==> config.mk <==
export PLATFORM = sky130hd
export DESIGN_NAME = onewire_rom_search_unit
export DESIGN_NICKNAME = d
export VERILOG_FILES = /design/src/design/ors_pkg.sv /design/src/design/ors_in_stage.sv /design/src/design/ors_decide.sv /design/src/design/ors_out_stage.sv /design/src/design/onewire_rom_search_unit.sv
export VERILOG_INCLUDE_DIRS = /design/src /design/src/design
export SDC_FILE = /design/constraint.sdc
export NUM_CORES = 1
export LEC_CHECK = 0
export BUFFER_PORTS_ARGS = -buffer_cell sky130_fd_sc_hd__buf_2
export CORE_MARGIN = 2
export CORE_UTILIZATION = 54
export DETAILED_ROUTE_END_ITERATION = 6
export PLACE_DENSITY_LB_ADDON = 0.2
export SKIP_CTS_REPAIR_TIMING = 1
export SYNTH_ARGS = -nofsm -noshare
export SYNTH_HDL_FRONTEND = slang
export SYNTH_SLANG_ARGS = --single-unit
==> constraint.sdc <==
create_clock -name i_clk -period 3.6 [get_ports i_clk]
set_input_delay 0.36 -clock i_clk [delete_from_list [all_inputs] [get_ports i_clk]]
set_output_delay 0.36 -clock i_clk [all_outputs]
set_load 0.005 [all_outputs]
==> src/design/assert_macros.svh <==
// assertion macros shared by the search unit modules
`ifndef ASSERT_MACROS_SVH
`define ASSERT_MACROS_SVH

// same-cycle implication, checked outside reset
`define ORS_ASSERT_NOW(label, clk, rst_n, ante, cons) \
    label: assert property (@(posedge clk) disable iff (!(rst_n)) (ante) |-> (cons)) \
        else $error("search unit check failed");

// next-cycle implication, checked outside reset
`define ORS_ASSERT_NEXT(label, clk, rst_n, ante, cons) \
    label: assert property (@(posedge clk) disable iff (!(rst_n)) (ante) |=> (cons)) \
        else $error("search unit check failed");

`endif

==> src/design/ors_pkg.sv <==
// types and constants of the search-rom decision core
package ors_pkg;

    localparam int unsigned ID_BYTES   = 8;
    localparam int unsigned TOTAL_BITS = ID_BYTES * 8;
    localparam int unsigned ROM_W      = 64;
    localparam int unsigned IDX_W      = $clog2(ROM_W);
    localparam int unsigned POS_W      = 7;

    typedef logic [POS_W-1:0] t_pos;
    typedef logic [ROM_W-1:0] t_rom;
    typedef logic [1:0]       t_kind;
    typedef logic [2:0]       t_status;

    localparam t_pos TOTAL_POS    = t_pos'(TOTAL_BITS);
    localparam t_pos FAMILY_LIMIT = t_pos'(9);

    localparam t_kind KIND_CLEAR = 2'd0;
    localparam t_kind KIND_BEGIN = 2'd1;
    localparam t_kind KIND_PAIR  = 2'd2;

    localparam t_status ST_SEND    = 3'd0;
    localparam t_status ST_FOUND   = 3'd1;
    localparam t_status ST_FAIL    = 3'd2;
    localparam t_status ST_STARTED = 3'd3;
    localparam t_status ST_IGNORED = 3'd4;

    typedef struct packed {
        t_kind kind;
        logic  presence;
        logic  id_bit;
        logic  complement_bit;
    } t_item;

    typedef struct packed {
        t_status status;
        logic    direction;
        t_rom    rom_id;
        t_pos    family_discrepancy;
        logic    last_device;
    } t_result;

    typedef struct packed {
        logic advance;
        logic fire;
    } t_pipe_ctl;

endpackage

==> src/design/ors_in_stage.sv <==
// input request register with stall back to the sender
module ors_in_stage
    import ors_pkg::*;
(
    input  logic      i_clk,
    input  logic      i_rst_n,
    input  logic      i_valid,
    output logic      o_stall,
    input  t_item     i_item,
    input  t_pipe_ctl i_ctl,
    output logic      o_item_valid,
    output t_item     o_item
);

`include "assert_macros.svh"

    logic  r_valid;
    t_item r_item;
    logic  load;

    assign load         = !r_valid || i_ctl.advance;
    assign o_stall      = !load;
    assign o_item_valid = r_valid;
    assign o_item       = r_item;

    always_ff @(posedge i_clk) begin
        if (!i_rst_n) begin
            r_valid <= 1'b0;
        end else if (load) begin
            r_valid <= i_valid;
        end
        if (load && i_valid) begin
            r_item <= i_item;
        end
    end

    // an empty register never holds off the sender
    `ORS_ASSERT_NOW(a_empty_no_stall, i_clk, i_rst_n, !r_valid, !o_stall)
    // a held request is still there next cycle
    `ORS_ASSERT_NEXT(a_hold_request, i_clk, i_rst_n, r_valid && !i_ctl.advance, r_valid)

endmodule

==> src/design/ors_decide.sv <==
// search state registers and the per-request direction decision
module ors_decide
    import ors_pkg::*;
(
    input  logic      i_clk,
    input  logic      i_rst_n,
    input  t_item     i_item,
    input  t_pipe_ctl i_ctl,
    output t_result   o_result
);

`include "assert_macros.svh"

    t_rom  r_rom, n_rom;
    t_pos  r_last_disc, n_last_disc;
    t_pos  r_fam_disc, n_fam_disc;
    logic  r_last_dev, n_last_dev;
    t_pos  r_bit_pos, n_bit_pos;
    t_pos  r_newest_zero, n_newest_zero;
    logic  r_pass, n_pass;

    t_pos       pos;
    logic [IDX_W-1:0] idx;
    logic       dir;
    t_status    status;

    assign pos = r_bit_pos + t_pos'(1);
    assign idx = r_bit_pos[IDX_W-1:0];

    always_comb begin
        n_rom         = r_rom;
        n_last_disc   = r_last_disc;
        n_fam_disc    = r_fam_disc;
        n_last_dev    = r_last_dev;
        n_bit_pos     = r_bit_pos;
        n_newest_zero = r_newest_zero;
        n_pass        = r_pass;
        dir           = 1'b0;
        status        = ST_IGNORED;
        case (i_item.kind)
            KIND_CLEAR: begin
                n_rom         = '0;
                n_last_disc   = '0;
                n_fam_disc    = '0;
                n_last_dev    = 1'b0;
                n_bit_pos     = '0;
                n_newest_zero = '0;
                n_pass        = 1'b0;
                status        = ST_STARTED;
            end
            KIND_BEGIN: begin
                n_bit_pos     = '0;
                n_newest_zero = '0;
                if (r_last_dev || !i_item.presence) begin
                    n_pass      = 1'b0;
                    n_last_disc = '0;
                    n_fam_disc  = '0;
                    n_last_dev  = 1'b0;
                    status      = ST_FAIL;
                end else begin
                    n_pass = 1'b1;
                    status = ST_STARTED;
                end
            end
            KIND_PAIR: begin
                if (r_pass) begin
                    if (i_item.id_bit && i_item.complement_bit) begin
                        // no device answered this position
                        n_last_disc = '0;
                        n_fam_disc  = '0;
                        n_last_dev  = 1'b0;
                        n_pass      = 1'b0;
                        status      = ST_FAIL;
                    end else begin
                        if (i_item.id_bit != i_item.complement_bit) begin
                            dir = i_item.id_bit;
                        end else begin
                            // discrepancy: follow last pass, take 1 at the marker
                            if (pos < r_last_disc) begin
                                dir = r_rom[idx];
                            end else begin
                                dir = (pos == r_last_disc);
                            end
                            if (!dir) begin
                                n_newest_zero = pos;
                                if (pos < FAMILY_LIMIT) begin
                                    n_fam_disc = pos;
                                end
                            end
                        end
                        n_rom[idx] = dir;
                        n_bit_pos  = pos;
                        status     = ST_SEND;
                        if (pos >= TOTAL_POS) begin
                            n_pass      = 1'b0;
                            n_last_disc = n_newest_zero;
                            if (n_newest_zero == '0) begin
                                n_last_dev = 1'b1;
                            end
                            if (n_rom[7:0] == 8'd0) begin
                                n_last_disc = '0;
                                n_fam_disc  = '0;
                                n_last_dev  = 1'b0;
                                status      = ST_FAIL;
                            end else begin
                                status = ST_FOUND;
                            end
                        end
                    end
                end
            end
            default: begin
            end
        endcase
    end

    always_ff @(posedge i_clk) begin
        if (!i_rst_n) begin
            r_rom         <= '0;
            r_last_disc   <= '0;
            r_fam_disc    <= '0;
            r_last_dev    <= 1'b0;
            r_bit_pos     <= '0;
            r_newest_zero <= '0;
            r_pass        <= 1'b0;
        end else if (i_ctl.fire) begin
            r_rom         <= n_rom;
            r_last_disc   <= n_last_disc;
            r_fam_disc    <= n_fam_disc;
            r_last_dev    <= n_last_dev;
            r_bit_pos     <= n_bit_pos;
            r_newest_zero <= n_newest_zero;
            r_pass        <= n_pass;
        end
    end

    assign o_result.status             = status;
    assign o_result.direction          = dir;
    assign o_result.rom_id             = n_rom;
    assign o_result.family_discrepancy = n_fam_disc;
    assign o_result.last_device        = n_last_dev;

    // an open pass never runs past the last id bit
    `ORS_ASSERT_NOW(a_pos_in_range, i_clk, i_rst_n, r_pass, r_bit_pos < TOTAL_POS)
    // the last device leaves no discrepancy behind
    `ORS_ASSERT_NOW(a_last_dev_no_disc, i_clk, i_rst_n, r_last_dev, r_last_disc == '0)
    // family marker stays inside the family byte
    `ORS_ASSERT_NOW(a_family_range, i_clk, i_rst_n, 1'b1, r_fam_disc < FAMILY_LIMIT)

endmodule

==> src/design/ors_out_stage.sv <==
// result register and pipeline advance control
module ors_out_stage
    import ors_pkg::*;
(
    input  logic      i_clk,
    input  logic      i_rst_n,
    input  logic      i_item_valid,
    input  t_result   i_result,
    output t_pipe_ctl o_ctl,
    output logic      o_valid,
    input  logic      i_stall,
    output t_result   o_result
);

`include "assert_macros.svh"

    logic    r_valid;
    t_result r_result;

    assign o_ctl.advance = !r_valid || !i_stall;
    assign o_ctl.fire    = i_item_valid && o_ctl.advance;
    assign o_valid       = r_valid;
    assign o_result      = r_result;

    always_ff @(posedge i_clk) begin
        if (!i_rst_n) begin
            r_valid <= 1'b0;
        end else if (o_ctl.advance) begin
            r_valid <= i_item_valid;
        end
        if (o_ctl.fire) begin
            r_result <= i_result;
        end
    end

    // a request only fires into a free or draining result register
    `ORS_ASSERT_NOW(a_fire_room, i_clk, i_rst_n, o_ctl.fire, !(r_valid && i_stall))

endmodule

==> src/design/onewire_rom_search_unit.sv <==
// top level of the one-wire search-rom decision core
//
//   channel   direction  handshake          payload
//   request   in         i_valid / o_stall  i_kind i_presence i_id_bit i_complement_bit
//   result    out        o_valid / i_stall  o_status o_direction o_rom_id
//                                           o_family_discrepancy o_last_device
//
// one request per cycle while the result side does not stall; a result is presented once its
// request has passed the input register, the decision logic and the result register
// synchronous active-low reset clears the search state and empties both registers
// a stalled result holds both registers; the request side stalls once the input
// register is also full, so with a full pipe each stall cycle costs one request slot
module onewire_rom_search_unit
    import ors_pkg::*;
(
    input  logic       i_clk,
    input  logic       i_rst_n,
    input  logic       i_valid,
    output logic       o_stall,
    input  logic [1:0] i_kind,
    input  logic       i_presence,
    input  logic       i_id_bit,
    input  logic       i_complement_bit,
    output logic       o_valid,
    input  logic       i_stall,
    output logic [2:0] o_status,
    output logic       o_direction,
    output logic [63:0] o_rom_id,
    output logic [6:0] o_family_discrepancy,
    output logic       o_last_device
);

    t_item     in_item;
    t_item     held_item;
    logic      held_valid;
    t_pipe_ctl ctl;
    t_result   decided;
    t_result   result;

    assign in_item.kind           = i_kind;
    assign in_item.presence       = i_presence;
    assign in_item.id_bit         = i_id_bit;
    assign in_item.complement_bit = i_complement_bit;

    ors_in_stage u_in (
        .i_clk        (i_clk),
        .i_rst_n      (i_rst_n),
        .i_valid      (i_valid),
        .o_stall      (o_stall),
        .i_item       (in_item),
        .i_ctl        (ctl),
        .o_item_valid (held_valid),
        .o_item       (held_item)
    );

    ors_decide u_decide (
        .i_clk    (i_clk),
        .i_rst_n  (i_rst_n),
        .i_item   (held_item),
        .i_ctl    (ctl),
        .o_result (decided)
    );

    ors_out_stage u_out (
        .i_clk        (i_clk),
        .i_rst_n      (i_rst_n),
        .i_item_valid (held_valid),
        .i_result     (decided),
        .o_ctl        (ctl),
        .o_valid      (o_valid),
        .i_stall      (i_stall),
        .o_result     (result)
    );

    assign o_status             = result.status;
    assign o_direction          = result.direction;
    assign o_rom_id             = result.rom_id;
    assign o_family_discrepancy = result.family_discrepancy;
    assign o_last_device        = result.last_device;

endmodule

==> results of run 1 <==
## cell type report
cell class	count	area (um2)	share of cell area, %
tap	216	270	2.68
multi-input combinational	697	4060	40.2
sequential	177	4350	43.1
clock inverter	12	120	1.19
inverter	20	76.3	0.756
timing repair buffer	123	746	7.39
clock buffer	20	467	4.62
## registers in the layout (all words and copies together) (netlist names)
signal,count
u_decide.r_newest_zero,7
u_in.o_item_valid,1
u_decide.r_last_dev,1
u_decide.r_pass,1
u_in.o_item,5
u_decide.r_rom,64
u_out.o_result,76
u_decide.r_bit_pos,7
u_out.o_valid,1
u_decide.r_last_disc,7
u_decide.r_fam_disc,7
## worst max-delay path, delay by kind of cell, from the launching register on
kind / cells / cell delay (ps)
AOI/OAI and AO/OA: 6 / 1250
and+or+nand+nor: 3 / 690
adders and majority gates: 2 / 580
DFF: 1 / 380
xor gates and xnor gates: 1 / 160
buffers and inverters: 1 / 100
## path summary, 6_finish.rpt
path | from | end | slack (ps) | cells past startpoint
worst max-delay path | u_decide.r_bit_pos[1]$_SDFFE_PN0P_ | u_out.o_result[4]$_DFFE_PP_ | 190 | 13
worst min-delay path | i_kind[1] | u_in.o_item[4]$_DFFE_PP_ | 100 | 1
worst max register to register | u_decide.r_bit_pos[1]$_SDFFE_PN0P_ | u_out.o_result[4]$_DFFE_PP_ | 190 | 13
worst min register to register | u_decide.r_fam_disc[3]$_SDFFE_PN0P_ | u_decide.r_fam_disc[3]$_SDFFE_PN0P_ | 450 | 2
## stage by stage
stage               setup slack (ps)  total power (uW)
floorplan                       57.9              2380
global placement                 306              2490
detailed placement               235              2490
CTS                              222              4310
global route                    11.1              4410
finish                           193              4290
## cells in the final DEF, fill, tap and decap left out, types with 6 or more instances in the layout
cell type  netlist  final
o22ai_1         65     65
nand2_1        167    166
ha_1            14     14
clkbuf_16        0     17
edfxtp_1        81     81
nor2_1          48     48
inv_6            0      6
o21ai_0         82     82
nor3_1          10      9
mux2i_1         17     17
nor2b_1          8      8
mux4_1           8      8
dfxtp_1         96     96
buf_2           13     86
nand4_1          8      8
inv_1           18     17
nand3_1         83     82
a21oi_1         77     77
buf_4            1     34
nand3b_1         8      8
## per-layer routing
| layer | global-route usage, % | wire length [um] |
|---|---|---|
| met2 | 37.9 | 10200 |
| met1 | 38.2 | 9970 |
| met4 | 8.45 | 435 |
| met5 | 0 | 0 |
| met3 | 5.25 | 1820 |
## power groups by stage
| stage | logic [uW] | registers [uW] | clock network (uW) |
|---|---|---|---|
| floorplan | 176 | 2210 | 0 |
| global placement | 290 | 2200 | 0 |
| detailed placement | 288 | 2200 | 0 |
| CTS | 290 | 2160 | 1860 |
| global route | 316 | 2160 | 1940 |
| finish | 293 | 2160 | 1840 |
## logic make-up after synthesis
kind of cell	synth area share, %
AOI/OAI and AO/OA	18.1
xor gates and xnor gates	0.583
adders and majority gates	1.99
buffers and inverters	4.62
DFF	49.5
muxes	4.96
and+or+nand+nor	20.2
==> metrics.txt, run 1 <==
final-report setup violation count=0; startpoint kind of the worst setup timing path=register; peak supply drop=0.310 mV; data required time at the worst endpoint=3780 ps; Critical Path AT=3590 ps; GRT overflow=0; Maximum Capacitance Violations=0; number of global-route vias before repair=6794; HPWL after DPL=14400 um; Num CTS Buffers=17; x dimension of the die=132 um; unique cell type count in the Yosys netlist=76; largest net degree at the start of global routing=77; fmax=294 MHz; Post-Layout Cell Count=1265; switching fraction of total power=24.1%; minimum clock period after layout=3410 ps; Cells after Synth=958; post-synthesis cell type with the largest combined area=edfxtp_1; part of the cycle the worst path needs=94.6%; CTS tree=built; Fin Hold WS=96.5 ps; crit end category=register; core region area=15900 um2; 1st-iter DRT viols=1038; global-route wire length before repair=36000 um; chain of cells forming the critical path=ha_1 > nand2_1 > or3_1 > xor2_2 > clkinv_1 > ha_1 > a21oi_1 > o21a_1 > o2111a_1 > a21oi_1 > or2_1 > a31o_1 > a22o_1; Longest Clk Path Bufs=2; Slowest-stage cell, CP=dfxtp_1; sequential share of power=50.3%; master cell of the clock root buffer=clkbuf_16; drc violations=0; crit path kind=reg -> reg; sum of negative setup slack=0 ps; Die Area=17300 um2; Routability Congestion=0.886; router iterations before antenna repair=6; number of synthesized register bits=177; Yosys Warn Count=0; share of total power in combinational logic=6.8%; cell with the most instances after synthesis=nand2_1; classification of the worst-slack hold path=in -> reg; async set-reset flop share out of synthesis=0%; via/cell ratio=6.05; cell area after layout=10100 um2; chip height=132 um; Syn-to-layout area delta=14.7%; initial antenna violation count=0; number of hold violations in the final report=0; count of H-tree levels built during CTS=4; leakage power summed over all cells=0.00348 uW; source-to-sink clock delay at the later pin of the worst-skew pair=440 ps; switching power=1030 uW; worst rel slew slack=35.2%; antenna violation net count after detailed routing=0; Clk network pwr share=42.9%; placed inst area=9510 um2; share of final-layout standard cells stronger than drive strength 1=17.3%; dominant cells by area after synthesis=edfxtp_1, dfxtp_1, nand2_1, nand3_1, o21ai_0; unrepaired setup endpoints after global routing=false; port bufs=86; WL per Instance=17.7 um; biggest cell delay along the critical path=380 ps; setup clock skew after layout=10.1 ps; Clock transition at path regs=70 ps; transition at the pin with the smallest max-transition slack=970 ps; result of the run=completed; row count=46; cell-internal power=3250 uW; count of inserted antenna diode cells=0; Main synth FF type=dfxtp_1; IO Count=87; power per cell area=425 nW/um2; final core utilization=63.6%; Seq/Total Area, Yosys=49.5%; vias=7647; total number of clock tree sinks=177; syn nets=981; routed wire length=22400 um; all-layer global routing usage=25.8%; total instance count after detailed placement=1233; area share of the largest cell type after synthesis=27.6%; count of fill cells added during filler insertion=1339; pins over their slew limit=0; syn_area_per_cell=9.19 um2; Initial Util=55.4%; maximum fanout count along the critical path=6; ranking of synthesized cells by instance count=nand2_1, dfxtp_1, nand3_1; total number of nets in the final design=1059; EDFF count, synth=81; Post-Syn Area=8800 um2
(Power assumes the default switching activity.)
==> inputs of run 2 (changes only) <==
--- a/config.mk
+++ b/config.mk
@@ -14,4 +14,5 @@
 export SKIP_CTS_REPAIR_TIMING = 1
 export SYNTH_ARGS = -nofsm -noshare
 export SYNTH_HDL_FRONTEND = slang
+export SYNTH_HIERARCHICAL = 1
 export SYNTH_SLANG_ARGS = --single-unit
==> run 2 against run 1 <==
Critical path depth up 2. Cell area grew 5.3%. Fmax decreased by 0.20%. Cell count up 1.8%. Clock-buffer cell count fell by 2. Critical path type unchanged.
==> metrics.txt, run 2 <==
origin of the critical flop-to-flop path=u_decide/r_bit_pos[1]$_SDFFE_PN0P_; largest net degree at the start of global routing=70; logic depth of the worst register-to-register path=15; minimum clock period after layout=3410 ps; most common library cell in the layout ignoring fill and taps=nor2_1; result of the run=completed; transition at the pin with the smallest max-transition slack=759 ps; WL per Instance=18.8 um; Maximum Capacitance Violations=0; final-report setup violation count=0; HPWL after DPL=15900 um; Clock transition at path regs=70 ps; power per cell area=410 nW/um2; final worst setup slack=186 ps; Worst Min Path Start=i_kind[0]; number of synthesized register bits=177; source-to-sink clock delay at the later pin of the worst-skew pair=430 ps; setup clock skew after layout=6.51 ps; EDFF count, synth=81; reg-to-reg slack, setup=190 ps; Critical Path AT=3590 ps; global-route wire length before repair=37600 um; classification of the worst-slack hold path=in -> reg; launching instance or port of the critical path=u_decide/r_bit_pos[1]$_SDFFE_PN0P_; peak supply drop=0.345 mV; core region area=16500 um2; vias=8022; Seq/Total Area, Yosys=48.0%; initial antenna violation count=0; 1st-iter DRT viols=986; crit path kind=reg -> reg; number of global-route vias before repair=7075; startpoint kind of the worst setup timing path=register; routed wire length=24300 um; number of flip-flops in the largest register=76; area of the multi-input gates=4450 um2; part of the cycle the worst path needs=94.8%; cell with the most instances after synthesis=nor2_1; share of final-layout standard cells stronger than drive strength 1=19.3%; number of hold violations in the final report=0; Worst R2R End=u_out/o_result[3]$_DFFE_PP_; pins over their slew limit=0; Yosys Warn Count=6; Die Area=17800 um2; Syn-to-layout area delta=17.3%; fmax=293 MHz; total length of routed met3 wires=1900 um; CTS tree=built; worst rel slew slack=49.4%; all-layer global routing usage=26.7%; Longest Clk Path Bufs=2; chip height=134 um; ranking of synthesized cells by instance count=nor2_1, dfxtp_1, o21ai_0; worst slack at placement=-67.1 ps; uppermost signal routing layer after detailed routing=met4; cell depth of the worst min-delay path=1; syn nets=995; Routability Congestion=0.910; count of H-tree levels built during CTS=4; x dimension of the die=134 um; placed inst area=9890 um2; Post-Syn Area=9060 um2; router iterations before antenna repair=7; Initial Util=55.0%; routed length on met1=10700 um; via/cell ratio=6.23; post-synthesis cell type with the largest combined area=edfxtp_1; Cells after Synth=973; footprint of the flip-flops and latches=4360 um2; leakage power summed over all cells=0.00370 uW; Num CTS Buffers=17; area share of the largest cell type after synthesis=26.8%; DR WL met2=11000 um; drc violations=0; data required time at the worst endpoint=3780 ps; leading cell types in the layout, fill and taps excluded=nor2_1, dfxtp_1, buf_2; master cell of the clock root buffer=clkbuf_16; dominant cells by area after synthesis=edfxtp_1, dfxtp_1, nor2_1, a22o_1, a22oi_1; IO Count=87; capture endpoint of the worst hold path=u_in/o_item[3]$_DFFE_PP_; async set-reset flop share out of synthesis=0%; syn_area_per_cell=9.32 um2; maximum fanout count along the critical path=9; count of inserted antenna diode cells=0; GRT overflow=0; unique cell type count in the Yosys netlist=72; count of fill cells added during filler insertion=1351; row count=47; cell area after layout=10600 um2; crit end category=register; total number of clock tree sinks=177; Main synth FF type=dfxtp_1; total number of nets in the final design=1077; port bufs=86; antenna violation net count after detailed routing=0
-- run 2: changes by cell type in the layout (fill, tap and decap cells not counted), moves of 55 or more --
| cell | previous run | this run |
|---|---|---|
| nor2_1 | 48 | 206 |
| nand2_1 | 166 | 55 |
| a22oi_1 | 5 | 66 |
| nand3_1 | 82 | 27 |
| o22ai_1 | 65 | 1 |
-- run 2: layout make-up --
type | count | share of cell area (%)
flip-flops and latches | 177 | 41.0
clock buffers | 18 | 4.13
inverters | 20 | 0.706
repair buffers | 133 | 8.32
clock inverters | 14 | 1.33
multi-input cells | 706 | 41.9
well taps | 220 | 2.59
-- run 2: metal layers --
layer	track usage (%)	vias to the layer above
li1	-	3758
met1	38.2	3791
met2	40.6	416
met3	5.67	57
met4	8.81	0
met5	0	-
-- run 2: how the worst max path moves through the flow --
stage,slack [ps],depth (start not counted),endpoint
final,190,15,u_out/o_result[3]$_DFFE_PP_
after global routing,-30,14,u_out/o_result[6]$_DFFE_PP_
after CTS,-90,14,u_out/o_result[6]$_DFFE_PP_
after detailed placement,-70,14,u_out/o_result[6]$_DFFE_PP_
after global placement,40,13,u_out/o_result[6]$_DFFE_PP_
after floorplan,6,16,u_out/o_result[0]$_DFFE_PP_
-- run 2: kinds of logic (layout without fill, tap and decap cells) --
kind of cell               count (synthesis)  after routing  share of synthesized area, %
AOI/OAI and AO/OA                        305            305                          24.1
and+or+nand+nor                          360            360                          17.7
buffers and inverters                     90            185                          4.36
adders and majority gates                 13             13                          1.79
xor gates and xnor gates                   5              5                         0.483
DFF                                      177            177                          48.0
muxes                                     23             23                          3.45
-- run 2: where the power goes --
part	internal, uW	leakage (uW)	switching, uW
logic	128	0.00192	236
clock network	1040	0.000282	789
registers	2150	0.00150	22.3
-- run 2: critical path: stages, from the launching register on --
cell and delay, ps:
dfxtp_4 390, ha_2 220, nand3_1 130, nor2_2 160
xor2_2 160, ha_1 270, and4_1 200, a41o_2 340
o31ai_2 120, nand2b_4 210, nand3_1 110, a21oi_4 170
buf_4 140, a41o_1 200, a21o_2 240, o21ai_0 110
-- run 2: metrics by stage --
stage | cells | hold slack, ps | util, % | TNS (ps) | power (uW)
floorplan | 973 | 405 | - | 0 | 2440
global route | 1288 | 85.8 | 64.6 | -71.8 | 4500
global placement | 1252 | 415 | 60.1 | 0 | 2560
finish | 1288 | 95.0 | 64.6 | 0 | 4360
CTS | 1284 | 87.1 | 63.6 | -810 | 4360
detailed placement | 1252 | 415 | 60.1 | -474 | 2560
